==> src/rtl/slfa_pkg.sv <==
// Shared types, constants and codes of the slab free-list id allocator.
package slfa_pkg;

    localparam int ID_W       = 12;
    localparam int SLOT_W     = 8;
    localparam int SLOT_SIZE  = 256;
    localparam int MAX_SLOTS  = 16;
    localparam int ID_SPACE   = 4096;
    localparam int NSLOT_W    = ID_W - SLOT_W + 1;
    localparam int SLOT_CAP   = (MAX_SLOTS < ID_SPACE / SLOT_SIZE) ?
                                MAX_SLOTS : ID_SPACE / SLOT_SIZE;

    localparam int CFG_ADDR_W = 3;
    localparam int APB_DATA_W = 32;
    localparam int LIMIT_W    = 5;

    localparam logic [CFG_ADDR_W-1:0] ADDR_SLOT_LIMIT = CFG_ADDR_W'(0);

    typedef enum logic [1:0] {
        OP_ALLOC     = 2'd0,
        OP_FREE_HEAD = 2'd1,
        OP_FREE_TAIL = 2'd2,
        OP_LOOKUP    = 2'd3
    } t_op;

    typedef enum logic [1:0] {
        ST_OK        = 2'd0,
        ST_NO_FREE   = 2'd1,
        ST_OUTSIDE   = 2'd2,
        ST_NOT_ALLOC = 2'd3
    } t_status;

    typedef enum logic [1:0] {
        S_CLEAR = 2'd0,
        S_IDLE  = 2'd1,
        S_EXEC  = 2'd2
    } t_state;

    typedef struct packed {
        logic            rd_en;
        logic [ID_W-1:0] rd_addr;
        logic            wr_en;
        logic [ID_W-1:0] wr_addr;
    } t_mem_ctl;

endpackage

==> src/rtl/slfa_cfg.sv <==
// APB register block holding the slot limit.
module slfa_cfg (
    input  logic                                i_clk,
    input  logic                                i_rst_n,
    input  logic                                psel,
    input  logic                                penable,
    input  logic                                pwrite,
    input  logic [slfa_pkg::CFG_ADDR_W-1:0]     paddr,
    input  logic [slfa_pkg::APB_DATA_W-1:0]     pwdata,
    output logic [slfa_pkg::APB_DATA_W-1:0]     prdata,
    output logic                                pready,
    output logic [slfa_pkg::LIMIT_W-1:0]        o_slot_limit
);

    logic [slfa_pkg::LIMIT_W-1:0] r_slot_limit;
    logic                         wr_hit;

    assign wr_hit = psel && penable && pwrite && (paddr == slfa_pkg::ADDR_SLOT_LIMIT);

    always_ff @(posedge i_clk) begin
        if (!i_rst_n) begin
            r_slot_limit <= slfa_pkg::LIMIT_W'(1);
        end else if (wr_hit) begin
            r_slot_limit <= pwdata[slfa_pkg::LIMIT_W-1:0];
        end
    end

    always_comb begin
        if (paddr == slfa_pkg::ADDR_SLOT_LIMIT) begin
            prdata = slfa_pkg::APB_DATA_W'(r_slot_limit);
        end else begin
            prdata = '0;
        end
    end

    assign pready       = 1'b1;
    assign o_slot_limit = r_slot_limit;

endmodule

==> config.mk <==
export PLATFORM = sky130hd
export DESIGN_NAME = slfa_cfg
export DESIGN_NICKNAME = d
export VERILOG_FILES = /design/src/rtl/slfa_pkg.sv /design/src/rtl/slfa_cfg.sv
export SDC_FILE = /design/constraint.sdc
export NUM_CORES = 1
export LEC_CHECK = 0
export ABC_AREA = 1
export BUFFER_PORTS_ARGS = -buffer_cell sky130_fd_sc_hd__buf_2
export CELL_PAD_IN_SITES_DETAIL_PLACEMENT = 1
export CELL_PAD_IN_SITES_GLOBAL_PLACEMENT = 1
export CORE_ASPECT_RATIO = 2
export CORE_UTILIZATION = 16
export DETAILED_ROUTE_END_ITERATION = 10
export PLACE_DENSITY = 0.78
export SLEW_MARGIN = 20
export SYNTH_ARGS = -nofsm -noshare
export SYNTH_HDL_FRONTEND = slang
export SYNTH_SLANG_ARGS = --single-unit
==> constraint.sdc <==
create_clock -name i_clk -period 0.8 [get_ports i_clk]
set_input_delay 0.04 -clock i_clk [delete_from_list [all_inputs] [get_ports i_clk]]
set_output_delay 0.04 -clock i_clk [all_outputs]
set_load 0.01 [all_outputs]
After elaboration in Yosys (flattened, before gate mapping). Index checks and enable logic that the tools add are counted. W data, S select, Z words.

Bits in registers: 5. Bits of input ports: 40. Output and inout bits: 38. Word-level logic and storage cells: 6.

Multiplexer cells: 1. Reductions and logical operators: 4.

Operators with widths (count): $mux W5 (1); $logic_and A1 B1 Y1 (3); $logic_not A3 Y1 (1).

Longest topological paths before layout.
Depth in word-level cells: 3. Mapped depth: 6. Gate-level depth less buffers: 6.

Worst setup path after synthesis. Ideal clock, no wire load.

Kind: reg-to-output. Start: reg r_slot_limit (netlist bit o_slot_limit[1]). End: out prdata[1] (netlist bit). Arrival: 0.597 ns. Data required time: 0.760 ns. Slack: 0.163 ns. Cell stages (with the launch flop): 3. Buffers on the path: 0. Cell sequence: dfxtp_1 -> inv_1 -> nor2_1.

Cells in the longest elaborated chain, start to end: 1.

RTL lines: start: declaration (RTL line slfa_cfg.sv:15) `logic [slfa_pkg::LIMIT_W-1:0] r_slot_limit;`; start signal: assignment (RTL line slfa_cfg.sv:22) `r_slot_limit <= slfa_pkg::LIMIT_W'(1);`; start signal: assignment (RTL line slfa_cfg.sv:24) `r_slot_limit <= pwdata[slfa_pkg::LIMIT_W-1:0];`; $mux W5 (RTL line slfa_cfg.sv:29) `if (paddr == slfa_pkg::ADDR_SLOT_LIMIT) begin`; end: declaration (RTL line slfa_cfg.sv:10) `output logic [slfa_pkg::APB_DATA_W-1:0] prdata,`.

Every way passes these cells.

Worst setup path after layout.
Start: reg r_slot_limit (netlist bit o_slot_limit[2]). End: out prdata[2] (netlist bit).

Same word-level chain as after synthesis.

==> impl_metrics.csv <==
group,metric,value,unit
yosys,synthArstFlopShare,0,
floorplanning,dieHeight,83.1,µm
critical_path,cp-start-kind,"flop",
yosys,synth-xor-area-share,0,
yosys,yosysMostFrequentCell,"buf_4",
sta,finClkSkew,0,ps
hold_path,min_delay_worst_endpoint,"o_slot_limit[0]",
routing,routed-via-count,451,
critical_path,regToRegEndpoint,"o_slot_limit[4]",
power,power_leakage,0.392,nW
grt,use_met3,0.0109,
yosys,synthAdderAreaFrac,0,
sta,fmax,1200,MHz
final_layout,nNetsFinal,145,
job,drv_cap,0,
yosys,synth-seq-cells,5,
sta,final.setup.worst_slack,-31.9,ps
power,power.density,1390,nW/µm²
grt,first_global_vias,374,
clock_network,cts_buffers,3,
place,io_buffers,22,
hold_path,hp-class,"in -> reg",
place,dp_slack,38.9,ps
yosys,synth_largest_area_cell,"buf_4",
yosys,synth_compound_area_frac,0.00952,
yosys,synthMuxAreaShare,0,
grt,gr-usage-all-layers,0.0603,
sta,rsz0062_at_grt,"yes",
yosys,yosysSeqAreaShare,0.190,
critical_path,worst-r2r-cell-count,3,
final_layout,diodes,0,
grt,grt_pass1_wl,1.54,mm
critical_path,crit_fanout,3,
final_layout,num-fill-cells,410,
floorplanning,rows,29,
clock_network,ctsHoldBuffers,0,
critical_path,r2r_start,"o_slot_limit[4]",
floorplanning,io-pin-count,78,
power,vdd_ir_drop_max,0.000364,V
critical_path,crit_arrival,790,ps
yosys,yosysWarnings,0,
sta,period_minus_slack,832,ps
final_layout,final_util,0.201,
yosys,postSynthCellCount,77,
clock_network,clock_path_buffers,2,
yosys,avgSynthCellArea,6.82,µm²
routing,wl_per_cell,7.30,µm
yosys,synth_top_family_by_area,"buffers and inverters",
grt,antenna_found_initial,0,
grt,grt_util_met2,0.120,
routing,wirelength,985,µm
final_layout,area_delta_synth_final,21.0,%
clock_network,cts_sinks,5,
clock_network,clk_latency,220,ps
yosys,synth_edf_count,0,
sta,slew_violations,0,
routing,via_per_inst,3.34,
grt,top_usage_layer,"met2",
floorplanning,die_w,42.5,µm
routing,drc,0,
sta,whs,30.3,ps
routing,drt_first_pass_iters,1,
critical_path,worstSetupPathType,"reg -> out",
critical_path,crit_required,760,ps
yosys,netlist_area,526,µm²
grt,grt_overflow_total,0,
yosys,yosys-top-cells-area,"buf_4, dfxtp_1, nor2_1, inv_1, nand3_1",
hold_path,min-delay-start,"pwdata[0]",
critical_path,regToRegSetupSlack,110,ps
clock_network,cts-root-buf,"clkbuf_8",
yosys,synth_ff_type,"dfxtp_1",
place,hpwl,905,µm
grt,use_met1,0.0427,
floorplanning,die-area,3530,µm²
yosys,synth_top_area_frac,0.400,
sta,finalSetupViolCount,5,
sta,timing.final.crit_share,1.04,
floorplanning,start_util,0.166,
clock_network,h-tree-depth,1,
critical_path,endpoint_kind,"primary output",
run_status,violations,"negative setup slack",
yosys,synth_simple_gate_area_share,0.300,
place,place.gp.congestion,0.608,
floorplanning,core,3160,µm²
clock_network,cts.reportedPaths.clkPinSlew,40,ps
hold_path,whs_path_depth,3,
yosys,synth_cell_type_count,13,
final_layout,layout-drive-gt1-share,0.423,
routing,drtIter0Drc,0,
yosys,synth_common_cells,"buf_4, nor2_1, inv_1",
clock_network,cts_tree,"done",
run_status,status,"complete, but fails checks",
final_layout,largest_reg_flops,5,
grt,grt_max_degree,8,
routing,ant_nets,0,
sta,hold_viol,0,
worst max-delay path, stage by stage (launching register included):
cell and delay [ps]:
dfxtp_2 320, inv_1 40, nor2_1 80, buf_2 130
cell type report:
class / count / area [µm²] / area share
timing repair buffer: 25 / 133 / 0.209
clock buffer: 4 / 45.0 / 0.0709
multi-input combinational: 58 / 268 / 0.421
sequential: 5 / 106 / 0.167
tap: 31 / 38.8 / 0.0610
inverter: 12 / 45.0 / 0.0709
routing by layer:
metal | wire length (µm) | vias up
li1 | - | 222
met4 | 38 | 0
met2 | 567 | 41
met3 | 118 | 4
met5 | 0 | -
met1 | 261 | 184
placed cells by master, fill, tap and decap left out, drive strengths merged:
| cell | n |
|---|---|
| buf | 25 |
| clkbuf | 4 |
| conb | 28 |
| dfxtp | 5 |
| inv | 12 |
| nand2 | 7 |
| nand3 | 6 |
| nor2 | 16 |
| o21ai | 1 |
timing repair:
action | CTS | global route
pin swaps | 4 | 3
setup endpoints to repair | 5 | 5
setup buffers | 0 | 2
resized for setup | 5 | 4
logic make-up after synthesis:
group	Yosys count
buffers and inverters	40
and+or+nand+nor	29
AOI/OAI and AO/OA	1
DFF	5
other	2
worst max-delay path by stage:
stage | startpoint | end | slack [ps] | cells after the start
after global routing | o_slot_limit[3] | prdata[3] | -90 | 3
after detailed placement | paddr[1] | o_slot_limit[3] | 40 | 6
after floorplan | o_slot_limit[1] | prdata[1] | 160 | 2
after global placement | paddr[1] | o_slot_limit[1] | 70 | 6
after CTS | o_slot_limit[3] | prdata[3] | -40 | 3
final | o_slot_limit[2] | prdata[2] | -30 | 3
through the flow:
stage | instances | power, W | area, µm² | setup TNS [ps]
after global routing | 135 | 0.000936 | 636 | -385
after detailed placement | 129 | 0.000418 | 569 | 0
final | 135 | 0.000885 | 636 | -103
after floorplan | 103 | 0.000463 | 623 | 0
after global placement | 129 | 0.000416 | 569 | 0
after CTS | 133 | 0.000895 | 621 | -154
power by group:
part	total [W]	internal, W	switching [W]
logic	0.000159	0.0000451	0.000114
clock network	0.000469	0.000342	0.000127
registers	0.000257	0.000255	0.00000248
Note: power is estimated with default switching activity, not from simulation.
