==> config.mk <==
export PLATFORM = sky130hd
export DESIGN_NAME = slfa_ctrl_flat
export DESIGN_NICKNAME = d
export VERILOG_FILES = /design/src/rtl/slfa_pkg.sv /design/src/rtl/slfa_ifs.sv /design/src/rtl/slfa_ctrl.sv /design/src/flat_wrapper.sv
export SDC_FILE = /design/constraint.sdc
export NUM_CORES = 1
export LEC_CHECK = 0
export BUFFER_PORTS_ARGS = -buffer_cell sky130_fd_sc_hd__buf_2
export CORE_AREA = 2 2 128 130
export DETAILED_ROUTE_END_ITERATION = 16
export DIE_AREA = 0 0 130 132
export MAX_ROUTING_LAYER = met4
export PLACE_DENSITY = 0.5
export SETUP_SLACK_MARGIN = 0.3
export SLEW_MARGIN = 20
export SYNTH_ARGS = -nofsm -noshare
export SYNTH_HDL_FRONTEND = slang
export SYNTH_SLANG_ARGS = --single-unit
export TNS_END_PERCENT = 20
==> constraint.sdc <==
create_clock -name i_clk -period 4.7 [get_ports i_clk]
set_clock_uncertainty 0.05 [all_clocks]
set_input_delay 0.94 -clock i_clk [delete_from_list [all_inputs] [get_ports i_clk]]
set_output_delay 0.94 -clock i_clk [all_outputs]
set_load 0.05 [all_outputs]
==> src/rtl/slfa_pkg.sv <==
// Shared types, constants and codes of the slab free-list id allocator.
package slfa_pkg;

    localparam int ID_W       = 12;
    localparam int SLOT_W     = 8;
    localparam int SLOT_SIZE  = 256;
    localparam int MAX_SLOTS  = 16;
    localparam int ID_SPACE   = 4096;
    localparam int NSLOT_W    = ID_W - SLOT_W + 1;
    localparam int SLOT_CAP   = (MAX_SLOTS < ID_SPACE / SLOT_SIZE) ?
                                MAX_SLOTS : ID_SPACE / SLOT_SIZE;

    localparam int CFG_ADDR_W = 3;
    localparam int APB_DATA_W = 32;
    localparam int LIMIT_W    = 5;

    localparam logic [CFG_ADDR_W-1:0] ADDR_SLOT_LIMIT = CFG_ADDR_W'(0);

    typedef enum logic [1:0] {
        OP_ALLOC     = 2'd0,
        OP_FREE_HEAD = 2'd1,
        OP_FREE_TAIL = 2'd2,
        OP_LOOKUP    = 2'd3
    } t_op;

    typedef enum logic [1:0] {
        ST_OK        = 2'd0,
        ST_NO_FREE   = 2'd1,
        ST_OUTSIDE   = 2'd2,
        ST_NOT_ALLOC = 2'd3
    } t_status;

    typedef enum logic [1:0] {
        S_CLEAR = 2'd0,
        S_IDLE  = 2'd1,
        S_EXEC  = 2'd2
    } t_state;

    typedef struct packed {
        logic            rd_en;
        logic [ID_W-1:0] rd_addr;
        logic            wr_en;
        logic [ID_W-1:0] wr_addr;
    } t_mem_ctl;

endpackage

==> src/rtl/slfa_ifs.sv <==
// Request and response channel interfaces of the allocator.
interface slfa_req_if;
    logic                    valid;
    logic                    ready;
    logic [1:0]              op;
    logic [slfa_pkg::ID_W-1:0] node_id;

    modport source (output valid, output op, output node_id, input ready);
    modport sink   (input valid, input op, input node_id, output ready);
endinterface

interface slfa_rsp_if;
    logic                    valid;
    logic                    ready;
    logic [1:0]              status;
    logic [slfa_pkg::ID_W-1:0] result_id;

    modport source (output valid, output status, output result_id, input ready);
    modport sink   (input valid, input status, input result_id, output ready);
endinterface

==> src/rtl/slfa_ctrl.sv <==
// Sequencer: list registers, read-modify-write of the link and mark memories.
module slfa_ctrl (
    input  logic                          i_clk,
    input  logic                          i_rst_n,
    input  logic [slfa_pkg::LIMIT_W-1:0]  i_slot_limit,
    slfa_req_if.sink                      i_req,
    slfa_rsp_if.source                    o_rsp,
    output slfa_pkg::t_mem_ctl            o_link_ctl,
    output logic [slfa_pkg::ID_W-1:0]     o_link_wr_data,
    input  logic [slfa_pkg::ID_W-1:0]     i_link_rd_data,
    output slfa_pkg::t_mem_ctl            o_mark_ctl,
    output logic                          o_mark_wr_data,
    input  logic                          i_mark_rd_data
);

    localparam int ID_W    = slfa_pkg::ID_W;
    localparam int SLOT_W  = slfa_pkg::SLOT_W;
    localparam int NSLOT_W = slfa_pkg::NSLOT_W;

    slfa_pkg::t_state  r_state, n_state;
    logic [ID_W-1:0]   r_clr_cnt;
    slfa_pkg::t_op     r_op;
    logic [ID_W-1:0]   r_id;
    logic [ID_W-1:0]   r_head, n_head;
    logic [ID_W-1:0]   r_tail, n_tail;
    logic              r_empty, n_empty;
    logic [NSLOT_W-1:0] r_slots_open, n_slots_open;

    logic              r_out_valid;
    slfa_pkg::t_status r_out_status, n_out_status;
    logic [ID_W-1:0]   r_out_id, n_out_id;

    logic              accept;
    logic              exec_done;
    logic [NSLOT_W-1:0] eff_limit;
    logic              open_slot;
    logic [ID_W-1:0]   slot_base;
    logic              id_in_open;
    slfa_pkg::t_status chk_status;

    assign accept    = i_req.valid && i_req.ready;
    assign exec_done = (r_state == slfa_pkg::S_EXEC) && (!r_out_valid || o_rsp.ready);

    // The configured limit is capped at the slots that exist.
    assign eff_limit  = (i_slot_limit > NSLOT_W'(slfa_pkg::SLOT_CAP)) ?
                        NSLOT_W'(slfa_pkg::SLOT_CAP) : NSLOT_W'(i_slot_limit);
    assign open_slot  = r_empty && (r_slots_open < eff_limit);
    assign slot_base  = {r_slots_open[ID_W-SLOT_W-1:0], SLOT_W'(0)};
    assign id_in_open = {1'b0, r_id[ID_W-1:SLOT_W]} < r_slots_open;

    always_comb begin
        if (!id_in_open) begin
            chk_status = slfa_pkg::ST_OUTSIDE;
        end else if (!i_mark_rd_data) begin
            chk_status = slfa_pkg::ST_NOT_ALLOC;
        end else begin
            chk_status = slfa_pkg::ST_OK;
        end
    end

    // Next state.
    always_comb begin
        n_state = r_state;
        case (r_state)
            slfa_pkg::S_CLEAR: begin
                if (r_clr_cnt == '1) begin
                    n_state = slfa_pkg::S_IDLE;
                end
            end
            slfa_pkg::S_IDLE: begin
                if (accept) begin
                    n_state = slfa_pkg::S_EXEC;
                end
            end
            slfa_pkg::S_EXEC: begin
                if (exec_done) begin
                    n_state = slfa_pkg::S_IDLE;
                end
            end
            default: n_state = slfa_pkg::S_CLEAR;
        endcase
    end

    // Outputs: memory accesses, list updates and the result.
    always_comb begin
        i_req.ready    = (r_state == slfa_pkg::S_IDLE);

        o_link_ctl         = '0;
        o_link_ctl.rd_en   = accept;
        o_link_ctl.rd_addr = r_head;
        o_link_wr_data     = '0;
        o_mark_ctl         = '0;
        o_mark_ctl.rd_en   = accept;
        o_mark_ctl.rd_addr = i_req.node_id;
        o_mark_wr_data     = 1'b0;

        n_head       = r_head;
        n_tail       = r_tail;
        n_empty      = r_empty;
        n_slots_open = r_slots_open;
        n_out_status = slfa_pkg::ST_OK;
        n_out_id     = r_id;

        case (r_state)
            slfa_pkg::S_CLEAR: begin
                o_link_ctl.wr_en   = 1'b1;
                o_link_ctl.wr_addr = r_clr_cnt;
                o_link_wr_data     = r_clr_cnt + ID_W'(1);
                o_mark_ctl.wr_en   = 1'b1;
                o_mark_ctl.wr_addr = r_clr_cnt;
            end
            slfa_pkg::S_EXEC: begin
                if (r_op == slfa_pkg::OP_ALLOC) begin
                    if (open_slot) begin
                        // Links of an unopened slot still hold their ascending reset chain.
                        n_out_id           = slot_base;
                        o_mark_ctl.wr_en   = exec_done;
                        o_mark_ctl.wr_addr = slot_base;
                        o_mark_wr_data     = 1'b1;
                        n_head             = slot_base + ID_W'(1);
                        n_tail             = slot_base + ID_W'(slfa_pkg::SLOT_SIZE - 1);
                        n_empty            = 1'b0;
                        n_slots_open       = r_slots_open + NSLOT_W'(1);
                    end else if (r_empty) begin
                        n_out_status = slfa_pkg::ST_NO_FREE;
                        n_out_id     = '0;
                    end else begin
                        n_out_id           = r_head;
                        o_mark_ctl.wr_en   = exec_done;
                        o_mark_ctl.wr_addr = r_head;
                        o_mark_wr_data     = 1'b1;
                        if (r_head == r_tail) begin
                            n_empty = 1'b1;
                        end else begin
                            n_head = i_link_rd_data;
                        end
                    end
                end else begin
                    n_out_status = chk_status;
                    if (chk_status == slfa_pkg::ST_OK && r_op != slfa_pkg::OP_LOOKUP) begin
                        o_mark_ctl.wr_en   = exec_done;
                        o_mark_ctl.wr_addr = r_id;
                        if (r_empty) begin
                            n_head  = r_id;
                            n_tail  = r_id;
                            n_empty = 1'b0;
                        end else if (r_op == slfa_pkg::OP_FREE_HEAD) begin
                            o_link_ctl.wr_en   = exec_done;
                            o_link_ctl.wr_addr = r_id;
                            o_link_wr_data     = r_head;
                            n_head             = r_id;
                        end else begin
                            o_link_ctl.wr_en   = exec_done;
                            o_link_ctl.wr_addr = r_tail;
                            o_link_wr_data     = r_id;
                            n_tail             = r_id;
                        end
                    end
                end
            end
            default: begin
            end
        endcase
    end

    always_ff @(posedge i_clk) begin
        if (!i_rst_n) begin
            r_state      <= slfa_pkg::S_CLEAR;
            r_clr_cnt    <= '0;
            r_head       <= '0;
            r_tail       <= ID_W'(slfa_pkg::SLOT_SIZE - 1);
            r_empty      <= 1'b0;
            r_slots_open <= NSLOT_W'(1);
            r_out_valid  <= 1'b0;
        end else begin
            r_state <= n_state;
            if (r_state == slfa_pkg::S_CLEAR) begin
                r_clr_cnt <= r_clr_cnt + ID_W'(1);
            end
            if (exec_done) begin
                r_head       <= n_head;
                r_tail       <= n_tail;
                r_empty      <= n_empty;
                r_slots_open <= n_slots_open;
                r_out_valid  <= 1'b1;
            end else if (o_rsp.ready) begin
                r_out_valid <= 1'b0;
            end
        end
    end

    always_ff @(posedge i_clk) begin
        if (accept) begin
            r_op <= slfa_pkg::t_op'(i_req.op);
            r_id <= i_req.node_id;
        end
        if (exec_done) begin
            r_out_status <= n_out_status;
            r_out_id     <= n_out_id;
        end
    end

    assign o_rsp.valid     = r_out_valid;
    assign o_rsp.status    = r_out_status;
    assign o_rsp.result_id = r_out_id;

    a_head_in_open: assert property (@(posedge i_clk) disable iff (!i_rst_n)
        (r_state != slfa_pkg::S_CLEAR && !r_empty)
        |-> ({1'b0, r_head[ID_W-1:SLOT_W]} < r_slots_open))
        else $error("list head outside the opened slots");

    a_tail_in_open: assert property (@(posedge i_clk) disable iff (!i_rst_n)
        (r_state != slfa_pkg::S_CLEAR && !r_empty)
        |-> ({1'b0, r_tail[ID_W-1:SLOT_W]} < r_slots_open))
        else $error("list tail outside the opened slots");

    a_slots_range: assert property (@(posedge i_clk) disable iff (!i_rst_n)
        (r_slots_open != '0) && (r_slots_open <= NSLOT_W'(slfa_pkg::SLOT_CAP)))
        else $error("open slot count out of range");

    a_rsp_after_exec: assert property (@(posedge i_clk) disable iff (!i_rst_n)
        $rose(r_out_valid) |-> ($past(r_state) == slfa_pkg::S_EXEC))
        else $error("result beat raised outside the execute step");

    a_exec_completes: assert property (@(posedge i_clk) disable iff (!i_rst_n)
        exec_done |=> (r_state == slfa_pkg::S_IDLE) && r_out_valid)
        else $error("execute step did not deliver its result");

endmodule

==> src/flat_wrapper.sv <==
// flat-port wrapper written by rule: the top's interface ports become plain ports
module slfa_ctrl_flat 
  (i_clk, i_rst_n, i_slot_limit, o_link_ctl, o_link_wr_data, i_link_rd_data, o_mark_ctl, o_mark_wr_data, i_mark_rd_data, i_req_valid, i_req_op, i_req_node_id, i_req_ready, o_rsp_valid, o_rsp_status, o_rsp_result_id, o_rsp_ready);
  slfa_req_if i_req_i ();
  slfa_rsp_if o_rsp_i ();
  input  logic i_clk;
  input  logic i_rst_n;
  input  logic [slfa_pkg::LIMIT_W-1:0] i_slot_limit;
  output slfa_pkg::t_mem_ctl o_link_ctl;
  output logic [slfa_pkg::ID_W-1:0] o_link_wr_data;
  input  logic [slfa_pkg::ID_W-1:0] i_link_rd_data;
  output slfa_pkg::t_mem_ctl o_mark_ctl;
  output logic o_mark_wr_data;
  input  logic i_mark_rd_data;
  input wire logic [$bits(i_req_i.valid)-1:0] i_req_valid;
  input wire logic [$bits(i_req_i.op)-1:0] i_req_op;
  input wire logic [$bits(i_req_i.node_id)-1:0] i_req_node_id;
  output wire logic [$bits(i_req_i.ready)-1:0] i_req_ready;
  output wire logic [$bits(o_rsp_i.valid)-1:0] o_rsp_valid;
  output wire logic [$bits(o_rsp_i.status)-1:0] o_rsp_status;
  output wire logic [$bits(o_rsp_i.result_id)-1:0] o_rsp_result_id;
  input wire logic [$bits(o_rsp_i.ready)-1:0] o_rsp_ready;
  assign i_req_i.valid = i_req_valid;
  assign i_req_i.op = i_req_op;
  assign i_req_i.node_id = i_req_node_id;
  assign i_req_ready = i_req_i.ready;
  assign o_rsp_valid = o_rsp_i.valid;
  assign o_rsp_status = o_rsp_i.status;
  assign o_rsp_result_id = o_rsp_i.result_id;
  assign o_rsp_i.ready = o_rsp_ready;
  slfa_ctrl u_core (.i_clk(i_clk), .i_rst_n(i_rst_n), .i_slot_limit(i_slot_limit), .i_req(i_req_i), .o_rsp(o_rsp_i), .o_link_ctl(o_link_ctl), .o_link_wr_data(o_link_wr_data), .i_link_rd_data(i_link_rd_data), .o_mark_ctl(o_mark_ctl), .o_mark_wr_data(o_mark_wr_data), .i_mark_rd_data(i_mark_rd_data));
endmodule
======== Word-level counts from Yosys, hierarchy flattened ========
Cells that the tools add are included.
operators by class
  multiplexer cells ....................... 52
  add/sub/neg operators ................... 4
  eq/ne operators ......................... 13
  order comparisons ....................... 3
  reductions and logical operators ........ 17
operator list
  operator               number
  $mux 12                21
  $mux 13                7
  $pmux 13 s2            2
  $add 12x1->12 const B  2
  $pmux 12 s2            1
  $mux 2                 7
  $add 12x8->12 const B  1
  $eq 12x12->1           1
  $eq 12x12->1 const B   1
  $mux 1                 12
  $logic_not 2->1        3
  $ne 2x1->1 const B     3
  $pmux 2 s3             1
  $reduce_and 3->1       2
  $reduce_and 6->1       1
  $add 5x1->5 const B    1
  $gt 5x5->1 const B     1
  $lt 4x5->1             1
  $lt 5x5->1             1
  $mux 5                 1
  $reduce_and 5->1       1
  $eq 2x1->1 const B     2
  $logic_and 1x1->1      4
  $ne 2x2->1 const B     2
  other kinds (9)        10
storage, ports and cells
  register bits after elaboration ......... 73
  word-level logic and storage cells ...... 100
  input bits .............................. 36

======== Logic depth before layout (Yosys ltp) ========
  depth in word-level cells ............... 7
  depth in mapped cells ................... 9

======== Least setup slack after synthesis ========
No wires, ideal clock.
  kind .................................... register to output
  start ................................... register u_core.r_slots_open[2]
  end ..................................... output port o_link_ctl[12] in the netlist's numbering
  data required time ...................... 3.710 ns
  cell stages (with the launch flop) ...... 9
  slack ................................... 0.651 ns
  arrival ................................. 3.059 ns
  cells stage by stage .................... dfxtp_1 > inv_1 > ha_1 > a21o_1 > a31o_4 > a211oi_1 > nand2_1 > clkbuf_1 > o21ai_0
RTL lines
  item                    line               RTL
  from (decl)             slfa_ctrl.sv:27    logic [NSLOT_W-1:0] r_slots_open, n_slots_open;
  from (signal assigned)  slfa_ctrl.sv:184   r_slots_open <= n_slots_open;
  to (decl)               flat_wrapper.sv:9  output slfa_pkg::t_mem_ctl o_link_ctl;

==> reports/qor.tcl <==
set qor(run_status) {finished, final reports clean}
set qor(maxCapViolations) 0
set qor(leakagePower_uw) 0.00248
set qor(setup_viol_count_final) 0
set qor(max_transition_margin_pct) 47.8
set qor(place.gp.congestion) 0.938
set qor(vias_per_cell) 5.09
set qor(ys_seq_area_share_pct) 37.4
set qor(dieArea_um2) 17200
set qor(crit_path_max_incr_delay_ps) 570
set qor(numPortBuffers) 116
set qor(worstMarginPinSlew_ps) 777
set qor(dieHeight_um) 132
set qor(tritoncts) {yes}
set qor(slew_violations) 0
set qor(grt_setup_unrepaired) {false}
set qor(gr-total-overflow) 0
set qor(synth_common_cells) {sky130_fd_sc_hd__nand2_1 (84), sky130_fd_sc_hd__mux2i_1 (51), sky130_fd_sc_hd__dfxtp_1 (45)}
set qor(crit_arrival_ps) 3250
set qor(fmaxAchievable_ghz) 0.236
set qor(path_cells) {buf_2 > inv_1 > nand2_1 > ha_1 > nand4_1 > o22ai_1 > nor3_1 > a22o_1 > a221o_1 > buf_2}
set qor(hpwlAfterDp_um) 11500
set qor(final.fill_count) 1694
set qor(grt_pass1_wl_um) 23300
set qor(htreeDepth) 3
set qor(syn_inst) 534
set qor(clk_pin_slew_worst_paths_ps) 60
set qor(layout_min_cycle_time_ps) 4240
set qor(grt_use_total_pct) 18.3
set qor(clkSinkCount) 73
set qor(worst_path_most_repeated_cell) {sky130_fd_sc_hd__buf_2}
set qor(yosys_most_used_dff) {sky130_fd_sc_hd__dfxtp_1}
set qor(crit_type) {primary input to output port}
set qor(min_path_type) {flop to flop}
set qor(synth.most_common_cell) {sky130_fd_sc_hd__nand2_1}
set qor(vdd_drop_max_mv) 0.144
set qor(insertedDiodeCount) 0
set qor(cts-buffers-inserted) 9
set qor(crit_fanout) 7
set qor(number_of_antenna_violations_at_the_first_check_in_global_routing) 0
set qor(timing.critical_path.required_ps) 3710
set qor(cpLargestDelayFamily) {compound AO/OA/AOI/OAI gates}
set qor(die_width_um) 130
set qor(cts.path.max_buffers) 2
set qor(critical_path.n_buffers_inverters) 3
set qor(post-synth-top-area-fraction_pct) 19.3
set qor(post_synth.cell_area_avg_um2) 8.72
set qor(root_buffer) {sky130_fd_sc_hd__clkbuf_16}
set qor(first_pass_iters) 5
set qor(mappedNetlistArea_um2) 4660
set qor(finish.utilization_pct) 35.6
set qor(drt_wl_cell_um) 17.9
set qor(finalSetupTns_ps) 0
set qor(asyncSetResetFlopFracSynth_pct) 0
set qor(ys_warn_count) 0
set qor(drc) 0
set qor(floorplan.core_area_um2) 15700
set qor(yosys.cell_types.count) 53
set qor(final_antenna_net_count) 0
set qor(synthToLayoutAreaGrowth_pct) 20.1
set qor(worst_setup_path_end_kind) {output port}
set qor(total_power_density_per_cell_area_nw_per_um2) 254
set qor(final_hold_viol_count) 0
set qor(largest_net_degree_at_the_start_of_global_routing) 37
set qor(synth_largest_area_cell) {sky130_fd_sc_hd__dfxtp_1}
set qor(critPathSlowestCell) {sky130_fd_sc_hd__o22ai_1}
set qor(critPathLaunchType) {primary input}
set qor(finalCritPeriodShare_pct) 90.1
set qor(detail_route.wirelength_um) 15000
set qor(cts_hold_repair.buffers) 0
set qor(layout.area.seq_um2) 1740
set qor(synth-edff-count) 28
set qor(initial_cell_density_of_the_core_pct) 29.6
set qor(clk_latency_ps) 350
set qor(syn-num-nets) 579
set qor(ys_ff_latch) 73
set qor(multi_input_comb_area_um2) 2570
set qor(nets) 663
set qor(floorplan.io_pins) 117
set qor(vias) 4269
set qor(post_route_cells_drive_above_1_share_pct) 25.0
set qor(post_synth_main_area_contributors) {sky130_fd_sc_hd__dfxtp_1 (19%), sky130_fd_sc_hd__edfxtp_1 (18%), sky130_fd_sc_hd__mux2i_1 (11%)}
set qor(via_count_of_the_first_global_routing_pass) 4152
set qor(first_iter_violations) 460
set qor(rows) 46
[layer usage]
layer | up-vias | routed length, µm | share of wire [%] | global-route usage [%]
met1 | 1994 | 7120 | 47 | 25.6
met2 | 181 | 6520 | 43 | 26.4
li1 | 2067 | - | - | -
met5 | - | 0 | 0 | -
met3 | 27 | 929 | 6.2 | 2.48
met4 | 0 | 439 | 2.9 | 7.83
[cells by family after synthesis]
family	after synthesis	synth area share, %
AND/OR/NAND/NOR	188	18.9
AO/OA/AOI/OAI	105	16.2
buffers and inverters	73	7.44
flip-flops	73	37.4
multiplexers	51	11.0
XOR/XNOR	34	6.40
adder cells (fa/ha/maj)	10	2.63
[worst register-to-register path, delay by kind of cell, from the launching register on]
family	cells	cell delay, ps
AO/OA/AOI/OAI	3	1190
multiplexers	1	260
adder cells (fa/ha/maj)	1	320
AND/OR/NAND/NOR	1	430
flip-flops	1	460
[placed cells by master (no fill, tap or decap), drive strengths merged, types with 2 or more instances in the layout]
| master | n |
|---|---|
| o21a | 2 |
| clkinv | 5 |
| a2111oi | 2 |
| nor4 | 8 |
| a21o | 6 |
| nand2b | 5 |
| and2 | 10 |
| a22o | 9 |
| xnor2 | 11 |
| nor3 | 18 |
| nand3 | 14 |
| nor2 | 30 |
| dfxtp | 45 |
| inv | 18 |
| a222oi | 8 |
| a311o | 5 |
| nand4 | 8 |
| mux2i | 51 |
| or2 | 2 |
| a21oi | 18 |
| a211oi | 2 |
| ha | 9 |
| buf | 128 |
| o22ai | 15 |
| clkbuf | 10 |
| nand2 | 85 |
| and3 | 2 |
| xor2 | 23 |
| o21ai | 27 |
| edfxtp | 28 |
| nor2b | 4 |
| a22oi | 2 |
[final timing paths]
check	from	end	slack [ps]	cells after the start
max	i_slot_limit[4]	o_mark_ctl[8]	460	10
min	u_core.r_tail[10]$_SDFFE_PN0P_	u_core.r_tail[10]$_SDFFE_PN0P_	450	2
max reg2reg	u_core.r_slots_open[4]$_SDFFE_PN0P_	u_core.r_tail[7]$_SDFFE_PN1P_	1910	6
min reg2reg	u_core.r_tail[10]$_SDFFE_PN0P_	u_core.r_tail[10]$_SDFFE_PN0P_	450	2
[flip-flops by register name, summed over array words and instances (netlist names)]
| signal | cells |
|---|---|
| u_core.r_head | 12 |
| u_core.r_empty | 1 |
| u_core.o_rsp.valid | 1 |
| u_core.r_tail | 12 |
| u_core.r_clr_cnt | 12 |
| u_core.o_rsp.status | 2 |
| u_core.r_state | 2 |
| u_core.r_slots_open | 5 |
| u_core.r_op | 2 |
| u_core.o_rsp.result_id | 12 |
| u_core.r_id | 12 |
[power breakdown]
group / switching [µW] / total, µW / internal [µW]
clock: 282 / 640 / 359
combinational: 85.8 / 119 / 32.9
sequential: 5.92 / 662 / 656
total: 373 / 1420 / 1050
[area by class of cell]
| class | count | share of cell area, % |
|---|---|---|
| multi-input cells | 388 | 46.0 |
| flip-flops and latches | 73 | 31.1 |
| repair buffers | 128 | 12.0 |
| well taps | 216 | 4.83 |
| clock buffers | 10 | 4.09 |
| inverters | 18 | 1.21 |
| clock inverters | 6 | 0.783 |
[stage by stage]
| step | instance area [µm²] | hold slack [ps] | worst slack, ps | std cells | total power [µW] |
|---|---|---|---|---|---|
| 6_report | 5590 | 450 | 465 | 839 | 1420 |
| 3_3_place_gp | 5320 | 442 | 641 | 823 | 793 |
| 4_1_cts | 5590 | 451 | 464 | 839 | 1440 |
| 3_5_place_dp | 5320 | 439 | 474 | 823 | 795 |
| 2_1_floorplan | 4660 | 409 | 651 | 534 | 762 |
| 5_1_grt | 5590 | 477 | 324 | 839 | 1470 |
[repair_timing]
action	in CTS	in global routing
resized for setup	1	0
setup buffers	0	0
endpoints found under the setup margin	4	0
hold endpoints to repair	0	0
(Power assumes the default switching activity.)
